[config.mk]
export PLATFORM = sky130hd
export DESIGN_NAME = stereo_gain_ramp_core
export DESIGN_NICKNAME = d
export VERILOG_FILES = /design/src/rtl/sgr_pkg.sv /design/src/rtl/stereo_gain_ramp_core.sv
export SDC_FILE = /design/constraint.sdc
export NUM_CORES = 2
export LEC_CHECK = 0
export BUFFER_PORTS_ARGS = -buffer_cell sky130_fd_sc_hd__buf_2
export CAP_MARGIN = 10
export CORE_MARGIN = 2
export CORE_UTILIZATION = 60
export CTS_CLUSTER_DIAMETER = 60
export DETAILED_ROUTE_END_ITERATION = 10
export PLACE_DENSITY = 0.77
export SYNTH_ARGS = -nofsm -noshare
export SYNTH_HDL_FRONTEND = slang
export SYNTH_SLANG_ARGS = --single-unit
[constraint.sdc]
create_clock -name clk -period 11.2 [get_ports clk]
set_input_delay 0 -clock clk [delete_from_list [all_inputs] [get_ports clk]]
set_output_delay 0 -clock clk [all_outputs]
set_load 0.05 [all_outputs]
[src/rtl/sgr_pkg.sv]
// ----------------------------------------------------------------------------
// sgr_pkg: types and constants for the stereo gain ramp core
// Beat layouts, fixed-point widths, register indexes and target scaling.
// ----------------------------------------------------------------------------
`timescale 1ns / 1ps

package sgr_pkg;

    localparam int SAMPLE_BITS    = 16;
    localparam int TARGET_BITS    = 16;
    localparam int GAIN_FRAC_BITS = 14;
    localparam int ACC_FRAC_BITS  = 30;
    localparam int GAIN_BITS      = 32;
    localparam int STEP_BITS      = GAIN_BITS + 1;
    localparam int LEN_BITS       = 16;
    localparam int CFG_DATA_BITS  = 16;
    localparam int CFG_INDEX_BITS = 1;
    localparam int TGT_SHIFT      = ACC_FRAC_BITS - GAIN_FRAC_BITS;

    localparam logic [LEN_BITS-1:0] RAMP_LEN_RESET = LEN_BITS'(441);

    localparam logic [CFG_INDEX_BITS-1:0] REG_RAMP_LENGTH = 1'b0;
    localparam logic [CFG_INDEX_BITS-1:0] REG_MONO_MODE   = 1'b1;

    typedef struct packed {
        logic signed [SAMPLE_BITS-1:0] sample_first;
        logic signed [SAMPLE_BITS-1:0] sample_second;
        logic        [TARGET_BITS-1:0] tgt_left;
        logic        [TARGET_BITS-1:0] tgt_right;
        logic                          block_start;
        logic                          restart;
    } sgr_item_t;

    typedef struct packed {
        logic signed [SAMPLE_BITS-1:0] out_left;
        logic signed [SAMPLE_BITS-1:0] out_right;
    } sgr_result_t;

    function automatic logic [GAIN_BITS-1:0] tgt_to_acc(input logic [TARGET_BITS-1:0] t);
        logic [63:0] w;
        w = 64'(t) << TGT_SHIFT;
        if (w > 64'({GAIN_BITS{1'b1}}))
            return {GAIN_BITS{1'b1}};
        return w[GAIN_BITS-1:0];
    endfunction

endpackage

[src/rtl/stereo_gain_ramp_core.sv]
// Per item, with block_start, two passes of the shared 2-bit-per-cycle divider
// (16 iterations each) set the left, then the right step; then gain advance, multiply
// and saturate per channel; S_DONE waits on a stalled result; new items wait for idle.
// One shared 16x32 multiplier serves both channels in turn.
// Reset: gains and steps zero, ramp_length 441, mono_mode 0, no result pending.
// ----------------------------------------------------------------------------
// stereo_gain_ramp_core: per-channel ramped gain with saturation
// Sequencer around a shared divider, adder/clamp and multiplier.
// ----------------------------------------------------------------------------
`timescale 1ns / 1ps

module stereo_gain_ramp_core
(
    input  logic                                 clk,
    input  logic                                 rst_n,
    input  logic                                 cfg_write_en,
    input  logic [sgr_pkg::CFG_INDEX_BITS-1:0]   cfg_index,
    input  logic [sgr_pkg::CFG_DATA_BITS-1:0]    cfg_data,
    input  logic                                 item_valid,
    output logic                                 item_stall,
    input  sgr_pkg::sgr_item_t                   item,
    output logic                                 result_valid,
    input  logic                                 result_stall,
    output sgr_pkg::sgr_result_t                 result
);
    import sgr_pkg::*;

    localparam int PROD_BITS     = SAMPLE_BITS + GAIN_BITS;
    localparam int SHR_BITS      = PROD_BITS - ACC_FRAC_BITS;
    localparam int DIV_STEPS     = GAIN_BITS / 2;
    localparam int DIV_CNT_BITS  = $clog2(DIV_STEPS);

    localparam logic [DIV_CNT_BITS-1:0] DIV_LAST = DIV_CNT_BITS'(DIV_STEPS - 1);
    localparam logic [SHR_BITS-1:0] SAT_POS = SHR_BITS'((64'd1 << (SAMPLE_BITS - 1)) - 64'd1);
    localparam logic [SHR_BITS-1:0] SAT_NEG = SHR_BITS'(64'd1 << (SAMPLE_BITS - 1));
    localparam logic [SAMPLE_BITS-1:0] OUT_MAX = {1'b0, {(SAMPLE_BITS-1){1'b1}}};
    localparam logic [SAMPLE_BITS-1:0] OUT_MIN = {1'b1, {(SAMPLE_BITS-1){1'b0}}};

    localparam logic [2:0] S_IDLE = 3'd0;
    localparam logic [2:0] S_DSET = 3'd1;
    localparam logic [2:0] S_DRUN = 3'd2;
    localparam logic [2:0] S_ADV  = 3'd3;
    localparam logic [2:0] S_MUL  = 3'd4;
    localparam logic [2:0] S_SAT  = 3'd5;
    localparam logic [2:0] S_DONE = 3'd6;

    logic [2:0]                    state_reg, state_next;
    logic                          chan_reg, chan_next;
    logic [LEN_BITS-1:0]           ramp_length_reg, ramp_length_next;
    logic                          mono_mode_reg, mono_mode_next;
    logic [GAIN_BITS-1:0]          gain_l_reg, gain_l_next;
    logic [GAIN_BITS-1:0]          gain_r_reg, gain_r_next;
    logic signed [STEP_BITS-1:0]   step_l_reg, step_l_next;
    logic signed [STEP_BITS-1:0]   step_r_reg, step_r_next;
    logic [DIV_CNT_BITS-1:0]       div_cnt_reg, div_cnt_next;
    logic                          result_valid_reg, result_valid_next;

    logic signed [SAMPLE_BITS-1:0] samp_l_reg, samp_l_next;
    logic signed [SAMPLE_BITS-1:0] samp_r_reg, samp_r_next;
    logic [GAIN_BITS-1:0]          tgt_l_reg, tgt_l_next;
    logic [GAIN_BITS-1:0]          tgt_r_reg, tgt_r_next;
    logic [GAIN_BITS-1:0]          div_num_reg, div_num_next;
    logic [LEN_BITS-1:0]           div_rem_reg, div_rem_next;
    logic                          div_neg_reg, div_neg_next;
    logic [PROD_BITS-1:0]          prod_reg, prod_next;
    logic [SAMPLE_BITS-1:0]        res_l_reg, res_l_next;
    logic [SAMPLE_BITS-1:0]        res_r_reg, res_r_next;
    sgr_result_t                   result_reg, result_next;

    logic                          accept;
    logic [GAIN_BITS-1:0]          cur_gain;
    logic [GAIN_BITS-1:0]          cur_tgt;
    logic signed [STEP_BITS-1:0]   cur_step;
    logic signed [SAMPLE_BITS-1:0] cur_samp;
    logic [LEN_BITS-1:0]           len_eff;
    logic signed [STEP_BITS-1:0]   diff;
    logic [GAIN_BITS-1:0]          diff_mag;
    logic [LEN_BITS:0]             trial1, trial2;
    logic                          q1, q2;
    logic [LEN_BITS-1:0]           rem1, rem2;
    logic [GAIN_BITS-1:0]          quot;
    logic signed [STEP_BITS-1:0]   new_step;
    logic signed [GAIN_BITS+1:0]   sum;
    logic [GAIN_BITS-1:0]          sum_clamp;
    logic [GAIN_BITS-1:0]          adv_gain;
    logic                          step_pos, step_neg;
    logic [SAMPLE_BITS-1:0]        samp_mag;
    logic [SHR_BITS-1:0]           shr;
    logic [SAMPLE_BITS-1:0]        sat_val;

    assign accept       = item_valid && !item_stall;
    assign item_stall   = (state_reg != S_IDLE);
    assign result_valid = result_valid_reg;
    assign result       = result_reg;

    assign cur_gain = chan_reg ? gain_r_reg : gain_l_reg;
    assign cur_tgt  = chan_reg ? tgt_r_reg  : tgt_l_reg;
    assign cur_step = chan_reg ? step_r_reg : step_l_reg;
    assign cur_samp = chan_reg ? samp_r_reg : samp_l_reg;
    assign len_eff  = (ramp_length_reg == '0) ? LEN_BITS'(1) : ramp_length_reg;

    // divider set-up
    assign diff     = $signed({1'b0, cur_tgt}) - $signed({1'b0, cur_gain});
    assign diff_mag = diff[STEP_BITS-1] ? GAIN_BITS'(-diff) : diff[GAIN_BITS-1:0];

    // two restoring steps per cycle
    always_comb
    begin
        trial1 = {div_rem_reg, div_num_reg[GAIN_BITS-1]};
        q1     = (trial1 >= {1'b0, len_eff});
        rem1   = q1 ? LEN_BITS'(trial1 - {1'b0, len_eff}) : trial1[LEN_BITS-1:0];
        trial2 = {rem1, div_num_reg[GAIN_BITS-2]};
        q2     = (trial2 >= {1'b0, len_eff});
        rem2   = q2 ? LEN_BITS'(trial2 - {1'b0, len_eff}) : trial2[LEN_BITS-1:0];
        quot   = {div_num_reg[GAIN_BITS-3:0], q1, q2};
        new_step = div_neg_reg ? -$signed({1'b0, quot}) : $signed({1'b0, quot});
    end

    // gain advance with clamp
    always_comb
    begin
        sum      = $signed({2'b00, cur_gain}) + $signed({cur_step[STEP_BITS-1], cur_step});
        step_pos = !cur_step[STEP_BITS-1] && (cur_step != '0);
        step_neg = cur_step[STEP_BITS-1];
        if (sum[GAIN_BITS+1])
            sum_clamp = '0;
        else if (sum[GAIN_BITS])
            sum_clamp = {GAIN_BITS{1'b1}};
        else
            sum_clamp = sum[GAIN_BITS-1:0];
        if ((step_pos && sum_clamp > cur_tgt) || (step_neg && sum_clamp < cur_tgt))
            adv_gain = cur_tgt;
        else
            adv_gain = sum_clamp;
    end

    // multiply and saturate
    always_comb
    begin
        samp_mag = cur_samp[SAMPLE_BITS-1] ? SAMPLE_BITS'(-cur_samp) : SAMPLE_BITS'(cur_samp);
        shr      = prod_reg[PROD_BITS-1:ACC_FRAC_BITS];
        if (!cur_samp[SAMPLE_BITS-1])
            sat_val = (shr > SAT_POS) ? OUT_MAX : shr[SAMPLE_BITS-1:0];
        else
            sat_val = (shr > SAT_NEG) ? OUT_MIN : SAMPLE_BITS'(-shr[SAMPLE_BITS-1:0]);
    end

    always_comb
    begin
        state_next        = state_reg;
        chan_next         = chan_reg;
        ramp_length_next  = ramp_length_reg;
        mono_mode_next    = mono_mode_reg;
        gain_l_next       = gain_l_reg;
        gain_r_next       = gain_r_reg;
        step_l_next       = step_l_reg;
        step_r_next       = step_r_reg;
        div_cnt_next      = div_cnt_reg;
        result_valid_next = result_valid_reg;
        samp_l_next       = samp_l_reg;
        samp_r_next       = samp_r_reg;
        tgt_l_next        = tgt_l_reg;
        tgt_r_next        = tgt_r_reg;
        div_num_next      = div_num_reg;
        div_rem_next      = div_rem_reg;
        div_neg_next      = div_neg_reg;
        prod_next         = prod_reg;
        res_l_next        = res_l_reg;
        res_r_next        = res_r_reg;
        result_next       = result_reg;

        if (cfg_write_en)
        begin
            unique case (cfg_index)
                REG_RAMP_LENGTH: ramp_length_next = cfg_data[LEN_BITS-1:0];
                REG_MONO_MODE:   mono_mode_next   = cfg_data[0];
            endcase
        end

        if (result_valid_reg && !result_stall)
            result_valid_next = 1'b0;

        unique case (state_reg)
            S_IDLE:
            begin
                if (accept)
                begin
                    samp_l_next = item.sample_first;
                    samp_r_next = mono_mode_reg ? item.sample_first : item.sample_second;
                    tgt_l_next  = tgt_to_acc(item.tgt_left);
                    tgt_r_next  = tgt_to_acc(item.tgt_right);
                    chan_next   = 1'b0;
                    if (item.restart)
                    begin
                        gain_l_next = '0;
                        gain_r_next = '0;
                    end
                    state_next = item.block_start ? S_DSET : S_ADV;
                end
            end
            S_DSET:
            begin
                div_num_next = diff_mag;
                div_rem_next = '0;
                div_neg_next = diff[STEP_BITS-1];
                div_cnt_next = '0;
                state_next   = S_DRUN;
            end
            S_DRUN:
            begin
                div_num_next = quot;
                div_rem_next = rem2;
                div_cnt_next = div_cnt_reg + DIV_CNT_BITS'(1);
                if (div_cnt_reg == DIV_LAST)
                begin
                    if (chan_reg)
                    begin
                        step_r_next = new_step;
                        chan_next   = 1'b0;
                        state_next  = S_ADV;
                    end
                    else
                    begin
                        step_l_next = new_step;
                        chan_next   = 1'b1;
                        state_next  = S_DSET;
                    end
                end
            end
            S_ADV:
            begin
                if (chan_reg)
                begin
                    gain_r_next = adv_gain;
                    chan_next   = 1'b0;
                    state_next  = S_MUL;
                end
                else
                begin
                    gain_l_next = adv_gain;
                    chan_next   = 1'b1;
                end
            end
            S_MUL:
            begin
                prod_next  = PROD_BITS'(samp_mag) * PROD_BITS'(cur_gain);
                state_next = S_SAT;
            end
            S_SAT:
            begin
                if (chan_reg)
                begin
                    res_r_next = sat_val;
                    chan_next  = 1'b0;
                    state_next = S_DONE;
                end
                else
                begin
                    res_l_next = sat_val;
                    chan_next  = 1'b1;
                    state_next = S_MUL;
                end
            end
            S_DONE:
            begin
                if (!result_valid_reg || !result_stall)
                begin
                    result_next.out_left  = res_l_reg;
                    result_next.out_right = res_r_reg;
                    result_valid_next     = 1'b1;
                    state_next            = S_IDLE;
                end
            end
            default:
            begin
                state_next = S_IDLE;
            end
        endcase
    end

    always_ff @(posedge clk or negedge rst_n)
    begin
        if (!rst_n)
        begin
            state_reg        <= S_IDLE;
            chan_reg         <= 1'b0;
            ramp_length_reg  <= RAMP_LEN_RESET;
            mono_mode_reg    <= 1'b0;
            gain_l_reg       <= '0;
            gain_r_reg       <= '0;
            step_l_reg       <= '0;
            step_r_reg       <= '0;
            div_cnt_reg      <= '0;
            result_valid_reg <= 1'b0;
        end
        else
        begin
            state_reg        <= state_next;
            chan_reg         <= chan_next;
            ramp_length_reg  <= ramp_length_next;
            mono_mode_reg    <= mono_mode_next;
            gain_l_reg       <= gain_l_next;
            gain_r_reg       <= gain_r_next;
            step_l_reg       <= step_l_next;
            step_r_reg       <= step_r_next;
            div_cnt_reg      <= div_cnt_next;
            result_valid_reg <= result_valid_next;
        end
    end

    always_ff @(posedge clk)
    begin
        samp_l_reg  <= samp_l_next;
        samp_r_reg  <= samp_r_next;
        tgt_l_reg   <= tgt_l_next;
        tgt_r_reg   <= tgt_r_next;
        div_num_reg <= div_num_next;
        div_rem_reg <= div_rem_next;
        div_neg_reg <= div_neg_next;
        prod_reg    <= prod_next;
        res_l_reg   <= res_l_next;
        res_r_reg   <= res_r_next;
        result_reg  <= result_next;
    end

`ifndef NO_ASSERTIONS
    a_plain_item_skips_divide: assert property (@(posedge clk) disable iff (!rst_n)
        accept && !item.block_start |=> state_reg == S_ADV && !chan_reg)
        else $error("item without block start did not go to gain advance");

    a_block_start_divides: assert property (@(posedge clk) disable iff (!rst_n)
        accept && item.block_start |=> state_reg == S_DSET && !chan_reg)
        else $error("block start did not enter divider set-up");

    a_restart_zeroes_gains: assert property (@(posedge clk) disable iff (!rst_n)
        accept && item.restart |=> gain_l_reg == '0 && gain_r_reg == '0)
        else $error("restart did not clear gains");

    a_divide_ends: assert property (@(posedge clk) disable iff (!rst_n)
        state_reg == S_DRUN && div_cnt_reg == DIV_LAST
        |=> state_reg == S_DSET || state_reg == S_ADV)
        else $error("divider overran its iteration count");

    a_result_from_done: assert property (@(posedge clk) disable iff (!rst_n)
        $rose(result_valid_reg) |-> $past(state_reg) == S_DONE)
        else $error("result beat raised outside completion");
`endif

endmodule

# After elaboration in Yosys (flattened, before gate mapping)
# Index checks and enable logic that the tools add are counted.
[word_totals]
regBits = 413
out_inout_bits = 34
word_cells = 139
[op_classes]
addsub = 9
multipliers = 1
magnitude_cmp = 8
n_eq_ne = 13
n_mux = 51
bitwise_logic = 2
n_reduce_logical = 31
[op_table]
columns = ["cell", "n"]
rows = [
  ["32-bit 2-to-1 mux", 14],
  ["32-bit case mux with 2 select lines", 3],
  ["16-bit 2-to-1 mux", 9],
  ["33-bit 2-to-1 mux", 2],
  ["32-bit > comparator, second input constant", 2],
  ["16-bit by 32-bit multiplier with 48-bit output", 1],
  ["33-bit by 33-bit adder with 34-bit output", 1],
  ["17-bit by 16-bit >= comparator with 1-bit output", 2],
  ["32-bit negation with 33-bit output", 1],
  ["33-bit nonzero test", 1],
  ["32-bit by 32-bit subtractor with 33-bit output", 1],
  ["32-bit > comparator", 1],
  ["32-bit less-than comparator", 1],
  ["16-bit negation", 2],
  ["32-bit negation", 1],
  ["16-bit case mux with 2 select lines", 1],
  ["16-bit subtractor", 2],
  ["3-bit case mux with 7 select lines", 1],
  ["18-bit by 15-bit > comparator with 1-bit output, second input constant", 1],
  ["18-bit by 16-bit > comparator with 1-bit output, second input constant", 1],
  ["16-bit zero test", 1],
  ["1-bit 2-to-1 mux", 12],
  ["3-bit 2-to-1 mux", 4],
  ["2-bit inequality test, second input constant", 6],
  ["other kinds (19)", 44],
]

# Longest topological paths before layout
[depth]
word_depth = 10
mapped_depth = 36

# Worst setup path before layout
# Ideal clock, no wire load.
[synth_path]
path_type = "reg2reg"
startpoint = "register chan_reg"
endpoint = "register prod_reg[42] (data pin)"
t_arrival_ns = 8.399
required_ns = 10.942
slack_ns = 2.543
stages_incl_launch_ff = 32
path_buffers = 5
period_less_slack_ns = 8.657
path_cell_list = "dfrtp_1 > buf_6 > buf_2 > buf_2 > buf_2 > mux2i_1 > and3_1 > nand4_1 > nor3_1 > a21oi_1 > xor2_1 > clkbuf_1 > nor2_1 > fa_1 > fa_1 > fa_1 > fa_1 > fa_1 > inv_1 > fa_1 > inv_1 > ha_1 > a21o_1 > a211o_1 > o22ai_1 > a21o_1 > nor3b_1 > a211oi_2 > a211oi_1 > o21ai_0 > a31oi_1 > xnor2_1"
[synth_via]
elab_chain_cells = 4
word_cells_on_any_way = 5
classes_between = "add/sub: 1; mul: 1; mux: 3"
[synth_rtl]
columns = ["item", "line", "text"]
rows = [
  ["from (decl)", "stereo_gain_ramp_core.sv:48", "logic chan_reg, chan_next;"],
  ["from (signal assigned)", "stereo_gain_ramp_core.sv:299", "chan_reg <= chan_next;"],
  ["16-bit 2-to-1 mux", "stereo_gain_ramp_core.sv:99", "assign cur_samp = chan_reg ? samp_r_reg : samp_l_reg;"],
  ["16-bit negation", "stereo_gain_ramp_core.sv:140", "samp_mag = cur_samp[SAMPLE_BITS-1] ? SAMPLE_BITS'(-cur_samp) : SAMPLE_BITS'(cur_samp);"],
  ["16-bit 2-to-1 mux", "stereo_gain_ramp_core.sv:140", ""],
  ["16-bit by 32-bit multiplier with 48-bit output *", "stereo_gain_ramp_core.sv:246", "prod_next = PROD_BITS'(samp_mag) * PROD_BITS'(cur_gain);"],
  ["to (signal assigned)", "stereo_gain_ramp_core.sv:320", "prod_reg <= prod_next;"],
  ["to (decl)", "stereo_gain_ramp_core.sv:65", "logic [PROD_BITS-1:0] prod_reg, prod_next;"],
]
# Every way passes the cells marked *; elsewhere a longest branch is shown, timed or not.
# A chain may end at the register's enable or synchronous reset.

# Final worst setup path
# Same ends and word-level chain as after synthesis.

==> flow_metrics.env <==
export IMPL_worst_ep_required_time_ns=11.58
export IMPL_post_route_min_period_ns=10.63
export IMPL_vias_in_the_first_global_route=31376
export IMPL_timing_final_max_slew_violations=0
export IMPL_ys_types=93
export IMPL_remaining_drc_errors=0
export IMPL_clock_edge_transition_at_the_registers_on_the_reported_setup_and_hold_paths_ns=0.08
export IMPL_timing_fmax_mhz=94.1
export IMPL_dominantRegCellSynth="sky130_fd_sc_hd__edfxtp_1"
export IMPL_grt_antenna_before_repair=2
export IMPL_max_stage_delay_ns=1.02
export IMPL_place_area_um2=38600
export IMPL_avgSynthCellArea_um2=9.16
export IMPL_cts_htree_levels=2
export IMPL_final_setup_tns_ns=0
export IMPL_detail_route_vias_per_cell=6.07
export IMPL_worst_clock_skew_ns=0.0515
export IMPL_synthMostInstantiatedCell="sky130_fd_sc_hd__inv_1"
export IMPL_maxCapViolCount=0
export IMPL_detail_route_iter0_violations=2850
export IMPL_global_route_usage_total_pct=34.4
export IMPL_finalWirelength_mm=106
export IMPL_rows=91
export IMPL_end_kind="register"
export IMPL_yosys_area_top_type="sky130_fd_sc_hd__fa_1"
export IMPL_layout_worst_path_cycle_share_pct=94.9
export IMPL_synth_seq_cells=351
export IMPL_cts_root_to_sink_buffers=3
export IMPL_floorplan_core_area_um2=61400
export IMPL_cts_hold_fix_buffers=117
export IMPL_async_reset_ff_share_pct=44.4
export IMPL_status="finished clean"
export IMPL_postCtsSetupRepairBufs=0
export IMPL_grt_setup_unrepaired="false"
export IMPL_crit_path_top_delay_cell="sky130_fd_sc_hd__xnor2_1"
export IMPL_place_detailed_hpwl_mm=78.7
export IMPL_dominant_cell_type_by_count_on_the_critical_path="sky130_fd_sc_hd__fa_1"
export IMPL_nets=4944
export IMPL_detailroute_via_count=30634
export IMPL_mappedNetlistNets=4776
export IMPL_clk_root_buffer_cell="sky130_fd_sc_hd__clkbuf_16"
export IMPL_synthesis_instances=4049
export IMPL_floorplan_die_height_um=253
export IMPL_worst_slew_pin_slew_ns=1.27
export IMPL_fp_dieArea_um2=63800
export IMPL_synth_enable_flop_cells=195
export IMPL_final_cell_area_um2=41400
export IMPL_path_class="register to register"
export IMPL_numClockSinks=351
export IMPL_netlist_top_cells_area="sky130_fd_sc_hd__fa_1, sky130_fd_sc_hd__edfxtp_1, sky130_fd_sc_hd__dfrtp_1"
export IMPL_drive_gt1_share_pct=9.48
export IMPL_yosysSeqAreaShare_pct=26.3
export IMPL_global_route_wire_length_before_repair_mm=171
export IMPL_ctsResizeCount=0
export IMPL_grt_start_max_net_pins=103
export IMPL_synth_top_cell_area_share_pct=22.7
export IMPL_start_util_pct=60.5
export IMPL_insertion_delay_ns=0.62
export IMPL_place_gp_congestion=1.00
export IMPL_chipWidth_um=253
export IMPL_port_buffers=121
export IMPL_timing_hold_violations_final=0
export IMPL_drt_antenna_net_count=0
export IMPL_fill_cells=4729
export IMPL_hold_class="primary input to asynchronous set/reset pin"
export IMPL_route_detailed_wl_per_inst_um=21.1
export IMPL_grt_remaining_overflow=0
export IMPL_max_slew_margin_rel_pct=15.3
export IMPL_design_portCount=122
export IMPL_worst_r2r_cell_count=28
export IMPL_critPathMaxFanout=33
export IMPL_cts_buffers_inserted=45
export IMPL_arrival_worst_endpoint_ns=11.01
export IMPL_ys_warnings_count=0
export IMPL_flow_area_growth_from_synthesis_pct=11.6
export IMPL_cts_tree="yes"
export IMPL_synth_top_cells_by_count="sky130_fd_sc_hd__inv_1, sky130_fd_sc_hd__nand2_1, sky130_fd_sc_hd__fa_1, sky130_fd_sc_hd__nor2_1, sky130_fd_sc_hd__o21ai_0"
export IMPL_synthesis_area_um2=37100
export IMPL_cp_start_kind="register"
export IMPL_detail_route_first_pass_iterations=6
export IMPL_final_setup_viol_count=0
[layer usage]
layer  wire (um)  vias to the layer above  part of all wire [%]  global-route usage, %
met2       48600                     1536                    46                   54.5
met3        9910                      351                   9.3                   7.28
li1            -                    13809                     -                      -
met1       41600                    14938                    39                   45.0
met5           0                        -                     0                      0
met4        6150                        0                   5.8                   17.5
[critical path, delay by kind of cell, from the launching register on]
kind / cells / cell delay, ns
adders and majority gates: 7 / 3.54
xor gates and xnor gates: 2 / 1.16
muxes: 1 / 0.66
DFF: 1 / 0.71
and+or+nand+nor: 6 / 1.78
AOI/OAI and AO/OA: 7 / 2.01
buffers and inverters: 5 / 0.51
[cell type report]
type	count	area, um^2	share of cell area, %
well taps	790	988	2.39
repair buffers	298	2240	5.42
clock buffers	55	1170	2.83
multi-input cells	2889	24400	59.0
clock inverters	28	420	1.01
diodes	1	2.50	0.00604
inverters	632	2370	5.73
flip-flops and latches	351	9770	23.6
[path summary, 6_finish.rpt]
path                                         from                         end  slack, ns
max                          chan_reg$_DFFE_PN0P_      prod_reg[42]$_DFFE_PP_       0.57
min                                         rst_n  step_l_reg[29]$_DFFE_PN0P_       0.06
max reg2reg                  chan_reg$_DFFE_PN0P_      prod_reg[42]$_DFFE_PP_       0.57
min reg2reg                res_r_reg[0]$_DFFE_PP_         result[0]$_DFFE_PP_       0.42
max in group asynchronous                   rst_n        chan_reg$_DFFE_PN0P_       9.80
min in group clk                          item[7]     tgt_r_reg[21]$_DFFE_PP_       0.11
[placed cells by master (no fill, tap or decap), types with 27 or more instances in the layout]
cell	n
sky130_fd_sc_hd__a21o_1	54
sky130_fd_sc_hd__buf_4	58
sky130_fd_sc_hd__nand4_1	37
sky130_fd_sc_hd__o21ai_0	234
sky130_fd_sc_hd__fa_1	420
sky130_fd_sc_hd__a21oi_1	152
sky130_fd_sc_hd__buf_2	120
sky130_fd_sc_hd__edfxtp_1	195
sky130_fd_sc_hd__ha_1	219
sky130_fd_sc_hd__mux2_2	77
sky130_fd_sc_hd__xor2_1	66
sky130_fd_sc_hd__xnor2_1	88
sky130_fd_sc_hd__mux2i_1	54
sky130_fd_sc_hd__nor3_1	52
sky130_fd_sc_hd__o31ai_1	43
sky130_fd_sc_hd__or3_1	34
sky130_fd_sc_hd__dlygate4sd3_1	117
sky130_fd_sc_hd__dfrtp_1	149
sky130_fd_sc_hd__nor2_1	280
sky130_fd_sc_hd__nand3_1	49
sky130_fd_sc_hd__o311ai_0	28
sky130_fd_sc_hd__nor4_1	27
sky130_fd_sc_hd__clkbuf_16	45
sky130_fd_sc_hd__inv_1	621
sky130_fd_sc_hd__nand2_1	615
[per-stage QoR]
| step | instances | hold WS, ns | util (%) | setup WS [ns] |
|---|---|---|---|---|
| 2_1_floorplan | 4049 | -0.296 | - | 2.54 |
| 3_3_place_gp | 4841 | 0.158 | 62.9 | 1.09 |
| 3_5_place_dp | 4841 | 0.164 | 62.9 | 0.861 |
| 4_1_cts | 5041 | 0.0837 | 67.4 | 0.825 |
| 5_1_grt | 5043 | 0.0920 | 67.5 | 0.175 |
| 6_report | 5044 | 0.0614 | 67.5 | 0.574 |
[cell families (layout without fill, tap and decap cells)]
logic type	Yosys count	count (layout)	share of synthesized area, %
AOI/OAI and AO/OA	737	737	13.0
xor gates and xnor gates	164	164	3.87
adders and majority gates	639	639	30.0
buffers and inverters	809	1013	8.33
DFF	351	351	26.3
muxes	136	136	3.99
other	0	1	0
and+or+nand+nor	1213	1213	14.5
Power is left out: the tool's default activity adds up to more than one toggle a clock period on the data nets, which glitch-free logic cannot reach.
